File: src/rtl/utfd_pkg.sv
package utfd_pkg;

  // Field widths
  localparam int CP_W   = 21;
  localparam int USED_W = 3;
  localparam int BYTE_W = 8;

  // Decode constants
  localparam logic [CP_W-1:0] REPLACEMENT_CP = 21'h00FFFD;
  localparam logic [CP_W-1:0] MAX_SCALAR     = 21'h10FFFF;
  localparam logic [9:0]      SURROGATE_TAG  = 10'h01B;
  localparam logic [1:0]      CONT_TAG       = 2'b10;

  // Sequence lengths
  localparam logic [USED_W-1:0] LEN_NONE = 3'd0;
  localparam logic [USED_W-1:0] LEN_ONE  = 3'd1;
  localparam logic [USED_W-1:0] LEN_TWO  = 3'd2;
  localparam logic [USED_W-1:0] LEN_THREE = 3'd3;
  localparam logic [USED_W-1:0] LEN_FOUR = 3'd4;

  // Queue between front and back
  localparam int QUEUE_DEPTH = 4;
  localparam int QPTR_W      = $clog2(QUEUE_DEPTH);
  localparam int QCNT_W      = $clog2(QUEUE_DEPTH + 1);

  typedef struct packed {
    logic [CP_W-1:0]   code_point;
    logic              bad_sequence;
    logic [USED_W-1:0] bytes_used;
    logic              last_of_run;
  } result_t;

  // One queue entry: the results caused by one input byte (one or two)
  typedef struct packed {
    logic    two;
    result_t res_a;
    result_t res_b;
  } entry_t;

  // Sequence length from the lead byte's top five bits; LEN_NONE is invalid
  function automatic logic [USED_W-1:0] lead_length(input logic [BYTE_W-1:0] b);
    logic [USED_W-1:0] len;
    if (b[7] == 1'b0)            len = LEN_ONE;
    else if (b[7:5] == 3'b110)   len = LEN_TWO;
    else if (b[7:4] == 4'b1110)  len = LEN_THREE;
    else if (b[7:3] == 5'b11110) len = LEN_FOUR;
    else                         len = LEN_NONE;
    return len;
  endfunction

  // Payload bits carried by a lead byte
  function automatic logic [CP_W-1:0] lead_bits(input logic [BYTE_W-1:0] b,
                                                input logic [USED_W-1:0] len);
    logic [CP_W-1:0] v;
    unique case (len)
      LEN_TWO:   v = {16'd0, b[4:0]};
      LEN_THREE: v = {17'd0, b[3:0]};
      LEN_FOUR:  v = {18'd0, b[2:0]};
      default:   v = {14'd0, b[6:0]};
    endcase
    return v;
  endfunction

  // Smallest value that is not overlong for a given length
  function automatic logic [CP_W-1:0] min_value(input logic [USED_W-1:0] len);
    logic [CP_W-1:0] v;
    unique case (len)
      LEN_TWO:   v = 21'h000080;
      LEN_THREE: v = 21'h000800;
      LEN_FOUR:  v = 21'h010000;
      default:   v = 21'h000000;
    endcase
    return v;
  endfunction

  function automatic result_t bad_result(input logic [USED_W-1:0] used, input logic last);
    result_t r;
    r.code_point   = REPLACEMENT_CP;
    r.bad_sequence = 1'b1;
    r.bytes_used   = used;
    r.last_of_run  = last;
    return r;
  endfunction

endpackage

File: src/rtl/utfd_byte_if.sv
interface utfd_byte_if;
  logic                           valid;
  logic                           ready;
  logic [utfd_pkg::BYTE_W-1:0]    text_byte;

  modport source (output valid, output text_byte, input ready);
  modport sink   (input valid, input text_byte, output ready);
endinterface

File: src/rtl/utfd_result_if.sv
interface utfd_result_if;
  logic                           valid;
  logic                           ready;
  logic [utfd_pkg::CP_W-1:0]      code_point;
  logic                           bad_sequence;
  logic [utfd_pkg::USED_W-1:0]    bytes_used;
  logic                           last_of_run;

  modport source (output valid, output code_point, output bad_sequence,
                  output bytes_used, output last_of_run, input ready);
  modport sink   (input valid, input code_point, input bad_sequence,
                  input bytes_used, input last_of_run, output ready);
endinterface

File: src/rtl/utfd_front.sv
module utfd_front (
  input  logic                clk,
  input  logic                rst,
  utfd_byte_if.sink           text,
  input  logic                full,
  output logic                push,
  output utfd_pkg::entry_t    entry
);

  logic [utfd_pkg::USED_W-1:0] expected_length, expected_length_next;
  logic [utfd_pkg::USED_W-1:0] bytes_seen, bytes_seen_next;
  logic [utfd_pkg::CP_W-1:0]   partial_value, partial_value_next;

  logic [utfd_pkg::BYTE_W-1:0] b;
  logic                        take;
  logic [utfd_pkg::USED_W-1:0] lead_len;
  logic                        lead_starts;
  utfd_pkg::result_t           lead_res;
  logic [utfd_pkg::CP_W-1:0]   shifted;
  logic [utfd_pkg::USED_W-1:0] seen_inc;
  logic                        done_bad;

  assign text.ready = !full;
  assign take       = text.valid && text.ready;
  assign b          = text.text_byte;

  // Lead byte classification
  always_comb begin
    lead_len    = utfd_pkg::lead_length(b);
    lead_starts = (lead_len != utfd_pkg::LEN_NONE) && (lead_len != utfd_pkg::LEN_ONE);
    if (lead_len == utfd_pkg::LEN_NONE) begin
      lead_res = utfd_pkg::bad_result(utfd_pkg::LEN_ONE, 1'b1);
    end else begin
      lead_res.code_point   = utfd_pkg::lead_bits(b, utfd_pkg::LEN_ONE);
      lead_res.bad_sequence = 1'b0;
      lead_res.bytes_used   = utfd_pkg::LEN_ONE;
      lead_res.last_of_run  = 1'b1;
    end
  end

  // Continuation step and final value checks
  always_comb begin
    shifted  = {partial_value[utfd_pkg::CP_W-7:0], b[5:0]};
    seen_inc = bytes_seen + utfd_pkg::USED_W'(1);
    done_bad = (shifted > utfd_pkg::MAX_SCALAR) ||
               (shifted[utfd_pkg::CP_W-1:11] == utfd_pkg::SURROGATE_TAG) ||
               (shifted < utfd_pkg::min_value(expected_length));
  end

  // Sequence tracking and result building
  always_comb begin
    expected_length_next = expected_length;
    bytes_seen_next      = bytes_seen;
    partial_value_next   = partial_value;
    push                 = 1'b0;
    entry.two            = 1'b0;
    entry.res_a          = lead_res;
    entry.res_b          = lead_res;
    if (take) begin
      if (expected_length == utfd_pkg::LEN_NONE) begin
        if (lead_starts) begin
          expected_length_next = lead_len;
          bytes_seen_next      = utfd_pkg::LEN_ONE;
          partial_value_next   = utfd_pkg::lead_bits(b, lead_len);
        end else begin
          push = 1'b1;
        end
      end else if (b[7:6] == utfd_pkg::CONT_TAG) begin
        bytes_seen_next    = seen_inc;
        partial_value_next = shifted;
        if (seen_inc >= expected_length) begin
          push = 1'b1;
          entry.res_a.code_point   = done_bad ? utfd_pkg::REPLACEMENT_CP : shifted;
          entry.res_a.bad_sequence = done_bad;
          entry.res_a.bytes_used   = expected_length;
          entry.res_a.last_of_run  = 1'b1;
          expected_length_next     = utfd_pkg::LEN_NONE;
          bytes_seen_next          = '0;
          partial_value_next       = '0;
        end
      end else begin
        // Truncated sequence, then the breaking byte opens a new sequence or gives its own result
        push        = 1'b1;
        entry.res_a = utfd_pkg::bad_result(bytes_seen, !lead_starts ? 1'b0 : 1'b1);
        if (lead_starts) begin
          expected_length_next = lead_len;
          bytes_seen_next      = utfd_pkg::LEN_ONE;
          partial_value_next   = utfd_pkg::lead_bits(b, lead_len);
        end else begin
          entry.two            = 1'b1;
          expected_length_next = utfd_pkg::LEN_NONE;
          bytes_seen_next      = '0;
          partial_value_next   = '0;
        end
      end
    end
  end

  always_ff @(posedge clk) begin
    if (rst) begin
      expected_length <= utfd_pkg::LEN_NONE;
      bytes_seen      <= '0;
      partial_value   <= '0;
    end else begin
      expected_length <= expected_length_next;
      bytes_seen      <= bytes_seen_next;
      partial_value   <= partial_value_next;
    end
  end

endmodule

File: src/rtl/utfd_queue.sv
module utfd_queue (
  input  logic             clk,
  input  logic             rst,
  input  logic             push,
  input  utfd_pkg::entry_t wr_data,
  output logic             full,
  input  logic             pop,
  output utfd_pkg::entry_t rd_data,
  output logic             empty
);

  utfd_pkg::entry_t                slots [utfd_pkg::QUEUE_DEPTH];
  logic [utfd_pkg::QPTR_W-1:0]     wr_ptr;
  logic [utfd_pkg::QPTR_W-1:0]     rd_ptr;
  logic [utfd_pkg::QPTR_W-1:0]     rd_ptr_next;
  logic [utfd_pkg::QCNT_W-1:0]     count;
  logic                            do_push;
  logic                            do_pop;

  assign full        = (count == utfd_pkg::QCNT_W'(utfd_pkg::QUEUE_DEPTH));
  assign empty       = (count == '0);
  assign do_push     = push && !full;
  assign do_pop      = pop && !empty;
  assign rd_ptr_next = do_pop ? rd_ptr + utfd_pkg::QPTR_W'(1) : rd_ptr;

  // Entry storage; the head is read ahead into the registered read port, and an entry written
  // into the next head slot is forwarded straight to the read register
  always_ff @(posedge clk) begin
    if (do_push) begin
      slots[wr_ptr] <= wr_data;
    end
    if (do_push && (wr_ptr == rd_ptr_next)) begin
      rd_data <= wr_data;
    end else begin
      rd_data <= slots[rd_ptr_next];
    end
  end

  // Pointers and fill count
  always_ff @(posedge clk) begin
    if (rst) begin
      wr_ptr <= '0;
      rd_ptr <= '0;
      count  <= '0;
    end else begin
      if (do_push) wr_ptr <= wr_ptr + utfd_pkg::QPTR_W'(1);
      if (do_pop)  rd_ptr <= rd_ptr + utfd_pkg::QPTR_W'(1);
      unique case ({do_push, do_pop})
        2'b10:   count <= count + utfd_pkg::QCNT_W'(1);
        2'b01:   count <= count - utfd_pkg::QCNT_W'(1);
        default: count <= count;
      endcase
    end
  end

endmodule

File: src/rtl/utfd_back.sv
module utfd_back (
  input  logic             clk,
  input  logic             rst,
  input  utfd_pkg::entry_t head,
  input  logic             empty,
  output logic             pop,
  utfd_result_if.source    decoded
);

  logic              hold_valid;
  utfd_pkg::entry_t  hold;
  logic              sel;
  logic              taken;
  logic              finished;
  logic              load;
  utfd_pkg::result_t cur;

  assign cur      = sel ? hold.res_b : hold.res_a;
  assign taken    = decoded.valid && decoded.ready;
  assign finished = taken && (sel || !hold.two);
  assign load     = !hold_valid || finished;
  assign pop      = load && !empty;

  assign decoded.valid        = hold_valid;
  assign decoded.code_point   = cur.code_point;
  assign decoded.bad_sequence = cur.bad_sequence;
  assign decoded.bytes_used   = cur.bytes_used;
  assign decoded.last_of_run  = cur.last_of_run;

  // Holding register: one entry, sent out one result per request
  always_ff @(posedge clk) begin
    if (load) begin
      hold <= head;
    end
  end

  always_ff @(posedge clk) begin
    if (rst) begin
      hold_valid <= 1'b0;
      sel        <= 1'b0;
    end else if (load) begin
      hold_valid <= !empty;
      sel        <= 1'b0;
    end else if (taken) begin
      sel <= 1'b1;
    end
  end

endmodule

File: src/rtl/utf8_stream_decoder.sv
// UTF-8 stream decoder: takes one byte per request on text and returns decoded
// Unicode scalars on decoded, each with bad_sequence, bytes_used and last_of_run.
// A byte is accepted every clock while the four-entry result queue has room;
// a multi-byte sequence gives no result until its last byte, and a byte that
// breaks a pending sequence gives the error for the truncated sequence and,
// unless it opens a new sequence, its own result as well, which the output
// side sends after the error result is taken. Sustained throughput is one
// byte per clock while decoded is ready, limited by the output side's one
// result per clock. A result passes through the queue's read register and
// the output side's holding register. Invalid, truncated, overlong, surrogate
// and out-of-range sequences return code point 0xFFFD.
module utf8_stream_decoder (
  input  logic          clk,
  input  logic          rst,
  utfd_byte_if.sink     text,
  utfd_result_if.source decoded
);

  utfd_pkg::entry_t push_entry;
  utfd_pkg::entry_t head_entry;
  logic             push;
  logic             pop;
  logic             full;
  logic             empty;

  utfd_front u_front (
    .clk   (clk),
    .rst   (rst),
    .text  (text),
    .full  (full),
    .push  (push),
    .entry (push_entry)
  );

  utfd_queue u_queue (
    .clk     (clk),
    .rst     (rst),
    .push    (push),
    .wr_data (push_entry),
    .full    (full),
    .pop     (pop),
    .rd_data (head_entry),
    .empty   (empty)
  );

  utfd_back u_back (
    .clk     (clk),
    .rst     (rst),
    .head    (head_entry),
    .empty   (empty),
    .pop     (pop),
    .decoded (decoded)
  );

endmodule

File: src/flat_wrapper.sv
// flat-port wrapper written by rule: the top's interface ports become plain ports
module utf8_stream_decoder_flat 
  (clk, rst, text_valid, text_text_byte, text_ready, decoded_valid, decoded_code_point, decoded_bad_sequence, decoded_bytes_used, decoded_last_of_run, decoded_ready);
  utfd_byte_if text_i ();
  utfd_result_if decoded_i ();
  input  logic clk;
  input  logic rst;
  input wire logic [$bits(text_i.valid)-1:0] text_valid;
  input wire logic [$bits(text_i.text_byte)-1:0] text_text_byte;
  output wire logic [$bits(text_i.ready)-1:0] text_ready;
  output wire logic [$bits(decoded_i.valid)-1:0] decoded_valid;
  output wire logic [$bits(decoded_i.code_point)-1:0] decoded_code_point;
  output wire logic [$bits(decoded_i.bad_sequence)-1:0] decoded_bad_sequence;
  output wire logic [$bits(decoded_i.bytes_used)-1:0] decoded_bytes_used;
  output wire logic [$bits(decoded_i.last_of_run)-1:0] decoded_last_of_run;
  input wire logic [$bits(decoded_i.ready)-1:0] decoded_ready;
  assign text_i.valid = text_valid;
  assign text_i.text_byte = text_text_byte;
  assign text_ready = text_i.ready;
  assign decoded_valid = decoded_i.valid;
  assign decoded_code_point = decoded_i.code_point;
  assign decoded_bad_sequence = decoded_i.bad_sequence;
  assign decoded_bytes_used = decoded_i.bytes_used;
  assign decoded_last_of_run = decoded_i.last_of_run;
  assign decoded_i.ready = decoded_ready;
  utf8_stream_decoder u_core (.clk(clk), .rst(rst), .text(text_i), .decoded(decoded_i));
endmodule
File: config.mk
export PLATFORM = sky130hd
export DESIGN_NAME = utf8_stream_decoder_flat
export DESIGN_NICKNAME = d
export VERILOG_FILES = /design/src/rtl/utfd_pkg.sv /design/src/rtl/utfd_byte_if.sv /design/src/rtl/utfd_result_if.sv /design/src/rtl/utfd_front.sv /design/src/rtl/utfd_queue.sv /design/src/rtl/utfd_back.sv /design/src/rtl/utf8_stream_decoder.sv /design/src/flat_wrapper.sv
export SDC_FILE = /design/constraint.sdc
export NUM_CORES = 1
export LEC_CHECK = 0
export BUFFER_PORTS_ARGS = -buffer_cell sky130_fd_sc_hd__buf_2
export CAP_MARGIN = 20
export CORE_MARGIN = 2
export CORE_UTILIZATION = 28
export CTS_CLUSTER_DIAMETER = 50
export CTS_CLUSTER_SIZE = 14
export DETAILED_ROUTE_END_ITERATION = 12
export PLACE_DENSITY = 0.52
export SETUP_SLACK_MARGIN = 0.15
export SYNTH_ARGS = -nofsm -noshare
export SYNTH_HDL_FRONTEND = slang
export SYNTH_SLANG_ARGS = --single-unit
File: constraint.sdc
create_clock -name clk -period 8.3 [get_ports clk]
set_input_delay 1.245 -clock clk [delete_from_list [all_inputs] [get_ports clk]]
set_output_delay 1.245 -clock clk [all_outputs]
set_load 0.01 [all_outputs]
# Yosys cells after proc, flatten, opt, wreduce, memory -nomap -nowiden
# Memories as Yosys holds them, arrays and structs flattened. A register that Yosys moved wholly into a read port is not among the register bits.
# Index checks and enable logic that the tools add are counted.
classes:
  addsub: 5
  n_mul: 0
  n_div: 0
  order_cmp: 3
  n_eq_ne: 18
  shifts: 0
  n_mux: 40
  bitwise_logic: 0
  n_reduce_logical: 24
ops:
  columns: ["cell", "count"]
  rows:
  - ["$mux W26", 3]
  - ["$mux W15", 4]
  - ["$mux W27", 2]
  - ["$mux W53", 1]
  - ["$pmux W17 S3", 1]
  - ["$mux W21", 2]
  - ["$mux W3", 13]
  - ["$gt A21 B21 Y1 const B", 1]
  - ["$lt A21 B17 Y1", 1]
  - ["$pmux W7 S3", 1]
  - ["$eq A3 B2 Y1 const B", 4]
  - ["$eq A3 B3 Y1 const B", 4]
  - ["$eq A10 B5 Y1 const B", 1]
  - ["$mux W1", 10]
  - ["$logic_not A3 Y1", 3]
  - ["$logic_and A1 B1 Y1", 8]
  - ["$mux W7", 1]
  - ["$add A3 B1 Y3 const B", 2]
  - ["$pmux W3 S2", 1]
  - ["$eq A5 B5 Y1 const B", 1]
  - ["$add A2 B1 Y2 const B", 2]
  - ["$eq A2 B2 Y1 const B", 2]
  - ["$eq A4 B4 Y1 const B", 1]
  - ["$logic_not A1 Y1", 4]
  - ["other kinds (14)", 17]
word_totals:
  reg_bits: 104
  latchBits: 0
  ramBits: 192
  rom_bits: 0
  output_inout_bits: 28
  elab_cells: 109
  memories: 1
memory_table:
  columns: ["name", "words", "width", "rd", "rd_clocked_by_memory_dff", "write_ports", "line", "source"]
  rows:
  - ["u_core.u_queue.slots", 4, 48, 1, 1, 1, "utfd_queue.sv:12", "utfd_pkg::entry_t slots [utfd_pkg::QUEUE_DEPTH];"]

# Logic depth before layout (Yosys ltp)
# Gate-level depths: netlist of run 1.
depth:
  depth_word: 13
  ltp_mapped: 13
  ltp_nobuf: 13

# By module
# Synthesis of run 1 repeated with hierarchy kept, for this count alone.
hier_totals:
  hier_cells: 625
  area_unflattened_um2: 11871.4
modules_own_cells:
  columns: ["mod", "n_inst", "cells_each", "area_per_inst_um2", "seq_area_each_um2"]
  rows:
  - ["utfd_queue", 1, 329, 8192.9, 6546.3]
  - ["utfd_back", 1, 92, 2107.0, 1631.6]
  - ["utfd_front", 1, 204, 1571.5, 420.4]

# Worst setup path after synthesis of run 1
# OpenSTA, ideal clock, no wires.
synth_timing:
  path_kind: "input port to flip-flop"
  from: "input decoded_ready"
  to: "register u_core.u_queue.count[2] in the netlist's numbering"
  setup_time_ps: 71
  t_arrival_ps: 4520
  required_time_ps: 8229
  setup_slack_ps: 3709
  cell_stages: 9
  path_cell_list: "inv_1 o21ai_1 o31a_1 ha_1 inv_1 fa_1 xor2_1 or3_1 a21oi_1"
synth_between:
  elab_chain_cells: 7
  elab_cells_between_ends: 9
  classes_between: "eq/ne (2); mux (1); reduce/logical (6)"
synth_lines:
  columns: ["item", "line", "source"]
  rows:
  - ["start, declared", "flat_wrapper.sv:16", "input wire logic [$bits(decoded_i.ready)-1:0] decoded_ready;"]
  - ["$logic_and A1 B1 Y1 *", "utfd_back.sv:19", "assign taken = decoded.valid && decoded.ready;"]
  - ["$logic_and A1 B1 Y1 *", "utfd_back.sv:20", "assign finished = taken && (sel || !hold.two);"]
  - ["$logic_or A1 B1 Y1 *", "utfd_back.sv:21", "assign load = !hold_valid || finished;"]
  - ["$logic_and A1 B1 Y1 *", "utfd_back.sv:22", "assign pop = load && !empty;"]
  - ["$logic_and A1 B1 Y1 *", "utfd_queue.sv:23", "assign do_pop = pop && !empty;"]
  - ["$eq A2 B1 Y1 or $eq A2 B2 Y1 (tied branches)", "utfd_queue.sv:48", "unique case ({do_push, do_pop})"]
  - ["$pmux W3 S2 or $reduce_bool A2 Y1 (tied branches)", null, null]
  - ["end signal, assigned", "utfd_queue.sv:49", "2'b10: count <= count + utfd_pkg::QCNT_W'(1);"]
  - ["end signal, assigned", "utfd_queue.sv:50", "2'b01: count <= count - utfd_pkg::QCNT_W'(1);"]
  - ["end signal, assigned", "utfd_queue.sv:51", "default: count <= count;"]
  - ["end, declared", "utfd_queue.sv:16", "logic [utfd_pkg::QCNT_W-1:0] count;"]
# Mark *: on every way between the ends. The rest lies on a longest branch, timed or not.
# A chain may end at the register's enable or synchronous reset.

# Worst setup path in the final report of run 1
layout_timing:
  from: "register u_core.u_front.bytes_seen[0] in the netlist's numbering"
  to: "memory u_core.u_queue.slots[3][21] in the netlist's numbering (enable)"
layout_between:
  elab_chain_cells: 9
layout_lines:
  columns: ["item", "line", "source"]
  rows:
  - ["start, declared", "utfd_front.sv:11", "logic [utfd_pkg::USED_W-1:0] bytes_seen, bytes_seen_next;"]
  - ["start signal, assigned", "utfd_front.sv:106", "bytes_seen <= bytes_seen_next;"]
  - ["$add A3 B1 Y3", "utfd_front.sv:44", "seen_inc = bytes_seen + utfd_pkg::USED_W'(1);"]
  - ["$ge A3 B3 Y1", "utfd_front.sv:71", "if (seen_inc >= expected_length) begin"]
  - ["$mux W1", "utfd_front.sv:71", null]
  - ["$mux W1", "utfd_front.sv:68", "end else if (b[7:6] == utfd_pkg::CONT_TAG) begin"]
  - ["$mux W1", "utfd_front.sv:60", "if (expected_length == utfd_pkg::LEN_NONE) begin"]
  - ["$mux W1", "utfd_front.sv:59", "if (take) begin"]
  - ["$logic_and A1 B1 Y1", "utfd_queue.sv:22", "assign do_push = push && !full;"]
  - ["$mux W1", "utfd_queue.sv:29", "if (do_push) begin"]
  - ["$mux W1 (implied by the code)", "utfd_queue.sv:30", "slots[wr_ptr] <= wr_data;"]
  - ["end, declared", "utfd_queue.sv:12", null]
# No other way between the ends.

==> results, run 1 <==
- For this run, the share of the core covered by cells in the final layout is 32.9%.
- The share of synthesized area in the top cell type comes to 63.4%.
- The worst IR drop on VDD is 0.000124 V.
- The buffer cell driving the clock tree root is clkbuf_16.
- In this run the critical register-to-register path is launched from u_core.u_front.bytes_seen[0].
- The placeable core region is 0.0289 mm2.
- After clock tree synthesis, the setup repair step added 0 buffers.
- Counting the fill cells in the layout gives 2773.
- The synthesized area is 0.00829 mm2.
- The routed design has 16.7 mm of wire.
- Power comes to 2.88 mW.
- A synthesized cell averages 16.8 um2.
- Among all stages on the critical path, the largest delay is contributed by and2_1.
- Walking the worst path, the cells encountered are ha_1 > xor2_1 > ha_1 > nand2_1 > o21ai_1 > o221a_2 > and2_1 > buf_4.
- Adding up every negative setup slack in the final design gives 0 ps.
- The die area is 0.0310 mm2.
- The initial core utilization is 28.6%.
- The leading area contributor after synthesis is edfxtp_1.
- The iteration-0 DRC count of the detailed router is 315.
- The first global-routing pass estimated 26.0 mm of wire.
- The number of nets in the synthesized netlist is 517.
- At the pin with the least slew margin, the transition time is 964 ps.
- In this run the worst path has a maximum fanout of 22.
- The worst register-to-register path has a setup slack of 4960 ps.
- The chip height is 176 um.
- The count of synthesis-stage warnings from yosys is 0.
- The run finished with clean final reports.
- The synthesized design contains 207 register bits.
- The die is 176 um wide.
- The clock tree from TritonCTS is yes.
- The startpoint class of the critical path is a flop.
- The number of global-route vias before repair is 4541.
- The floorplan has 62 rows.
- The first detailed-routing pass ran for 4 iterations.
- The number of antenna diodes is 0.
- The number of ports placed on the die boundary is 40.
- The number of buffers inserted during clock tree synthesis is 20.
- Counting distinct cell types in the post-synthesis netlist gives 58.
- The startpoint identified for the worst hold timing path is u_core.u_queue.rd_ptr[1].
- The gate count after technology mapping is 493.
- After global routing the overflow that remains totals 0.
- Once detailed placement completed, the half-perimeter wirelength came to 10.5 mm.
- Entering global routing, the biggest net connects 40 pins.
- The minimum clock period is 3340 ps.
- Counting flops with a built-in enable in the synthesized netlist gives 175.
- The number of pins with negative max-slew slack in the final report is 0.
- After detailed placement, the total cell area comes to 0.00892 mm2.
- The data required time of the critical path is 8450 ps.
- The portion of the clock cycle consumed by the worst path in the final layout is 40.3%.
- Cells with a size suffix above 1 make up 24.2% of the layout.
- The peak clock frequency supported by timing is 299 MHz.
- The total count of hold-check failures in the final report is 0.
- The count of buffers added on input and output ports is 39.
- The power density over the cells is 303 mW/mm2.
- Across all layers, the routed design uses 4341 vias.
- The most frequent cell on the critical path is ha_1.
- The total setup violations reported at the end of the flow is 0.
- In the synthesized netlist the async set-or-reset flop fraction comes to 0%.
- For this design the static power due to leakage is 3.19 nW.
- The detailed-route vias per instance is 4.63.
- Counting tap cells, the placed design contains a total of 902 instances.
- Along the worst hold path, the cell count comes to 1.
- The sequential fraction of the synthesis area is 71.1%.
- After detailed routing, the number of remaining DRC violations is 0.
- The max-cap check violation count is 0.
- Tracing the worst setup path back leads to its startpoint at u_core.u_front.bytes_seen[0].
- The number of standard cells in the final layout excluding fillers is 938.
- Ranked by total cell area, the synthesized netlist is headed by edfxtp_1 (63%), mux4_2 (9.5%), dfxtp_1 (7.7%), ha_1 (1.7%), nor2_1 (1.3%).
- The critical register-to-register path endpoint is u_core.u_queue.slots[3][21].
- The congestion estimate from routability-driven global placement came to 0.767.
- The initial antenna violation count is 0.
- STA puts the critical path data arrival time at 3490 ps.
- The clock slew seen by the registers of the worst setup and hold paths is 60 ps.
- Measured in cells, the most critical reg-to-reg path has a length of 8.
- The number of gates resized after CTS was 0.
- Counting every sink on the clock net gives 207.
- In this design, the largest share of critical-path delay is due to compound AO/OA/AOI/OAI gates.
- Setup repair after global routing left no endpoint under its margin.
- The relative slew slack is 35.6%.
- In this run the remaining antenna-violating nets after routing total 0.
- The tightest min-delay check is of the reg2reg type.
- The largest buffer count on any clock path is 3.
- For this design, the CTS-stage hold fixing added 0 buffers.
- The mean routed wirelength per cell is 17.8 um.
- CTS built an H-tree with a depth of 1.
- The clock insertion delay at the later pin of the skew report is 490 ps.
- On the final layout, the worst clock skew is 8.71 ps.
- The critical path capture point type is a flop.
- From synthesis to final layout, the design area changed by 15.0%.
- The most used flip-flop cell after synthesis is edfxtp_1.
- The classification of the worst setup path is reg2reg.
- Counting both buffers and inverters, the worst setup path holds a total of 1.
- For this run, the post-layout net count is 564.
- After routing the design area is 0.00953 mm2.
- On the worst path, the slowest cell contributes a delay of 660 ps.
- The aggregate global-route resource usage is 10.9%.
-- report_power, final --
group / switching, mW / internal (mW) / leakage, nW
registers: 0.0648 / 1.35 / 1.90
clock network: 0.368 / 0.490 / 0.298
logic: 0.335 / 0.276 / 0.990
total: 0.768 / 2.12 / 3.19
-- flip-flops by register name, indices dropped and copies added (netlist names), named ones only --
signal	count
u_core.u_queue.slots	140
u_core.u_back.hold	35
u_core.u_front.partial_value	15
u_core.u_front.bytes_seen	3
u_core.u_front.expected_length	3
u_core.u_queue.count	3
u_core.u_queue.rd_ptr	2
u_core.u_queue.wr_ptr	2
u_core.u_back.decoded.valid	1
u_core.u_back.sel	1
-- cell usage after synthesis (2+ instances only) --
| cell type | instances |
|---|---|
| a21oi_1 | 11 |
| xor2_1 | 4 |
| nor2_1 | 28 |
| mux2_2 | 7 |
| nand3_1 | 6 |
| buf_6 | 4 |
| buf_2 | 6 |
| nand2_1 | 14 |
| o21ai_1 | 3 |
| nor4_2 | 2 |
| edfxtp_1 | 175 |
| nor2b_1 | 12 |
| o21ai_0 | 14 |
| inv_1 | 27 |
| mux4_2 | 35 |
| a21o_1 | 6 |
| a22oi_1 | 10 |
| dfxtp_1 | 32 |
| nor3_1 | 5 |
| nand4b_1 | 2 |
| a32oi_1 | 5 |
| nand2b_1 | 3 |
| mux2i_1 | 2 |
| or3_1 | 3 |
| clkbuf_1 | 11 |
| o21a_1 | 9 |
| or2_2 | 7 |
| a311oi_1 | 2 |
| and2_1 | 6 |
| nand3b_1 | 2 |
| xnor2_1 | 2 |
| ha_1 | 11 |
| nand4_1 | 2 |
-- through the flow --
stage	hold WS, ps	setup slack (ps)
floorplan	426	3710
CTS	466	4930
global placement	446	4710
finish	464	4960
detailed placement	454	4620
global route	495	4710
-- kinds of logic after synthesis --
logic type               count (synthesis)  share of synthesized area [%]
AO/OA/AOI/OAI                           71                           5.89
XOR/XNOR                                 6                          0.634
adder cells (fa/ha/maj)                 12                           1.90
buffers and inverters                   50                           2.78
flip-flops                             207                           71.1
multiplexers                            44                           10.7
AND/OR/NAND/NOR                        103                           6.97
-- layout make-up --
cell class	instances	area, um2	share of cell area (%)
Sequential cell	207	5900	61.9
Multi-Input combinational cell	236	2170	22.8
Clock buffer	31	584	6.13
Tap cell	384	480	5.04
Timing Repair Buffer	48	263	2.76
Inverter	27	101	1.06
Clock inverter	5	33.8	0.354
-- layer usage --
layer	routed length [um]	vias to the layer above	global-route usage, %	share of wire (%)
met2	8290	101	18.9	50
met1	7340	2213	13.8	44
li1	-	2001	-	-
met3	790	26	2.30	4.7
met4	310	0	3.00	1.9
met5	0	-	0	0
-- worst max-delay path by stage --
stage / endpoint / slack (ps) / cells after the start
6_report: u_core.u_queue.slots[3][21] / 4960 / 8
3_5_place_dp: u_core.u_queue.slots[3][27] / 4620 / 5
4_1_cts: u_core.u_queue.slots[3][11] / 4930 / 8
5_1_grt: u_core.u_queue.slots[3][11] / 4710 / 8
3_3_place_gp: u_core.u_queue.slots[3][7] / 4710 / 5
2_1_floorplan: u_core.u_queue.count[2] / 3710 / 9
-- cells in the final DEF (no fill, tap or decap), types with 7 or more instances in the layout --
cell type  netlist  layout
a21oi_1         11      11
a22oi_1         10      10
buf_2            6      39
buf_4            1       9
clkbuf_1        11       9
clkbuf_16        0      22
dfxtp_1         32      31
edfxtp_1       175     175
ha_1            11      11
inv_1           27      27
mux2_2           7       7
mux4_2          35      35
nand2_1         14      14
nor2_1          28      28
nor2b_1         12      12
o21a_1           9       9
o21ai_0         14      14
or2_2            7       7
Note: power is estimated with default switching activity, not from simulation.
==> inputs of run 2 (changes only) <==
==> constraint.sdc (replaced) <==
create_clock -name clk -period 3.3 [get_ports clk]
set_input_delay 0.495 -clock clk [delete_from_list [all_inputs] [get_ports clk]]
set_output_delay 0.495 -clock clk [all_outputs]
set_load 0.01 [all_outputs]
==> results, run 2 (same netlist as run 1, synthesis figures left out) <==
- The placeable core region is 0.0289 mm2 (unchanged).
- The final weighted congestion in routability-driven placement came to 0.820 (+7.0%).
- The total negative slack for setup checks is 0 ps (unchanged).
- The number of ports placed on the die boundary was 40 (unchanged).
- The final net count is 574 (+1.8%).
- The clock slew seen by the registers of the worst setup and hold paths came to 60 ps (about the same).
- The number of global-route vias before repair is 4647 (+2.3%).
- The number of pins with negative max-slew slack in the final report came to 0 (unchanged).
- The largest registers in the layout are u_core.u_queue.slots: 140 flops, u_core.u_back.hold: 35 flops, u_core.u_front.partial_value: 15 flops.
- Leaving out fill and tap cells, the most frequent cell in the layout is edfxtp_1.
- The pin count of the biggest net entering global routing was 39 (-2.5%).
- The run finished with clean final reports.
- The hold-fix buffer count after cts came to 0 (unchanged).
- The worst path arrival time is 3400 ps (-90 ps).
- The total count of hold-check failures in the final report is 0 (unchanged).
- The detailed-route vias per instance is 4.60 (-0.55%).
- The minimum clock period is 2990 ps (-354 ps).
- The measured slew at the worst slew-check pin is 613 ps (-351 ps).
- The count of buffer and inverter cells on the critical path came to 2 (+1).
- The clock sink count is 207 (unchanged).
- The signal on the critical path passes through ha_2 > xor2_1 > ha_1 > a21oi_1 > o21ai_1 > o221a_2 > inv_1 > ha_1 > inv_1 > fa_1 > xor2_1 > or3_1 > a21oi_1.
- The via total after detailed routing is 4363 (+0.51%).
- The worst hold margin was 290 ps (-174 ps).
- The peak clock frequency supported by timing came to 335 MHz (+12%).
- The total setup violations reported at the end of the flow is 0 (unchanged).
- The mean routed wirelength per cell is 17.8 um (-0.19%).
- The cell family contributing the most delay on the critical path is adder cells.
- The portion of the clock cycle consumed by the worst path in the final layout is 90.6% (+50 points).
- The remaining global-route overflow is 0 (unchanged).
- The critical path in this run is classified as reg2reg.
- The largest register by flop count is u_core.u_queue.slots.
- The number of filler cells placed in the layout was 2769 (-0.14%).
- The die outline width was 176 um (unchanged).
- The data required time of the critical path is 3710 ps (-4740 ps).
- The maximum fanout along the worst path is 3 (-86%).
- TritonCTS built the clock tree.
- The signed area change from the synthesized netlist to the final layout is 17.2%.
- The power density over the cells is 776 mW/mm2 (+160%).
- The worst IR drop on VDD is 0.000298 V (+140%).
- The die area is 0.0310 mm2 (unchanged).
- The number of antenna diodes is 0 (unchanged).
- The wire length of the first global-routing pass is 26.7 mm (+2.7%).
- The number of flip-flops under the largest register name is 140 (unchanged).
- The critical path capture point type is a flop.
- The buffer cell driving the clock tree root is clkbuf_16.
- The leakage power summed over all cells is 3.29 nW (+3.0%).
- The final antenna-violating net count was 0 (unchanged).
- The highest cell delay on the worst timing path is 370 ps (-290 ps).
- The initial antenna violation count is 0 (unchanged).
- The number of buffers inserted during clock tree synthesis is 21 (+5.0%).
- The relative slew slack came to 59.1% (+24 points).
- The proportion of layout cells with a drive suffix above 1 is 26.8% (+2.6 points).
- The count of buffers inserted at the top-level ports is 39 (unchanged).
- Setup repair after global routing left no endpoint under its margin.
- The max-cap check violation count is 0 (unchanged).
- The H-tree depth reported by CTS came to 1 (unchanged).
- The iteration-0 DRC count of the detailed router came to 236 (-25%).
- The DRC violation count after routing was 0 (unchanged).
- The aggregate global-route resource usage is 11.1% (+0.19 points).
- The detailed-route wire length is 16.9 mm (+0.88%).
- The cell row count is 62 (unchanged).
- The kind of path behind the tightest hold check is in2reg.
- The iteration count of the initial detailed-routing pass came to 4 (unchanged).
- The clock insertion delay at the later pin of the skew report is 490 ps (about the same).
- The chip height is 176 um (unchanged).
- The startpoint class of the critical path is a flop.
- The worst-path cell with the longest stage delay is dfxtp_1.
- The library cells used most frequently in the layout, excluding fill and tap cells, are edfxtp_1 (175), buf_2 (39), mux4_2 (35), dfxtp_1 (30), nor2_1 (28).
- The initial core utilization is 28.6% (unchanged).
- The placed wire-length estimate after detailed placement came to 10.6 mm (+1.2%).
- The largest buffer count on any clock path is 3 (unchanged).
- The clock skew after layout was 17.3 ps (+8.63 ps).
==> run 2: changes by cell type in the layout (fill, tap and decap cells not counted), sizes merged <==
cell	previous run	this run
inv	30	28
bufinv	0	2
clkinv	2	3
buf	48	57
clkbuf	31	30
clkinvlp	0	1
==> run 2: stage by stage <==
step           power [mW]  cells  cell area [um2]  setup slack (ps)  util [%]
4_1_cts              7.67    947             9700               202      33.5
6_report             7.54    948             9720               311      33.6
2_1_floorplan        4.65    493             8290               190         -
5_1_grt              7.95    948             9720               182      33.6
3_3_place_gp         5.19    910             8990               373      31.1
3_5_place_dp         5.23    910             8990               220      31.1
==> run 2: worst min-delay path: stages <==
cell and delay, ps:
buf_2 110, nor2_1 80, nor3_1 40
==> run 2: power breakdown <==
group | total [mW] | internal [mW] | switching [mW] | leakage, nW
sequential | 3.58 | 3.40 | 0.180 | 1.90
clock | 2.41 | 1.47 | 0.940 | 0.346
combinational | 1.55 | 0.724 | 0.827 | 1.04
==> run 2: timing repair <==
item,CTS,global route
buffers inserted,0,1
endpoints found under the setup margin,0,1
resized for setup,0,2
==> run 2: path summary, 6_finish.rpt <==
kind	startpoint	end	slack, ps	cells after the start
min	decoded_ready	u_core.u_back.sel	290	3
max	u_core.u_front.bytes_seen[1]	u_core.u_queue.count[2]	310	13
max reg2reg	u_core.u_front.bytes_seen[1]	u_core.u_queue.count[2]	310	13
min reg2reg	u_core.u_queue.rd_ptr[1]	flop	460	1
==> run 2: routing by layer <==
metal	routed length (um)	vias up	global-route usage [%]
li1	-	2022	-
met1	7180	2219	14.3
met2	8520	91	19.0
met3	752	31	1.96
met4	431	0	3.48
met5	0	-	0
==> run 2: area by class of cell <==
| cell class | count | area (um2) | area share (%) |
|---|---|---|---|
| Timing Repair Buffer | 57 | 343 | 3.53 |
| Sequential cell | 207 | 5900 | 60.7 |
| Clock inverter | 7 | 93.8 | 0.966 |
| Tap cell | 384 | 480 | 4.95 |
| Clock buffer | 30 | 622 | 6.40 |
| Multi-Input combinational cell | 236 | 2180 | 22.4 |
| Inverter | 27 | 101 | 1.04 |
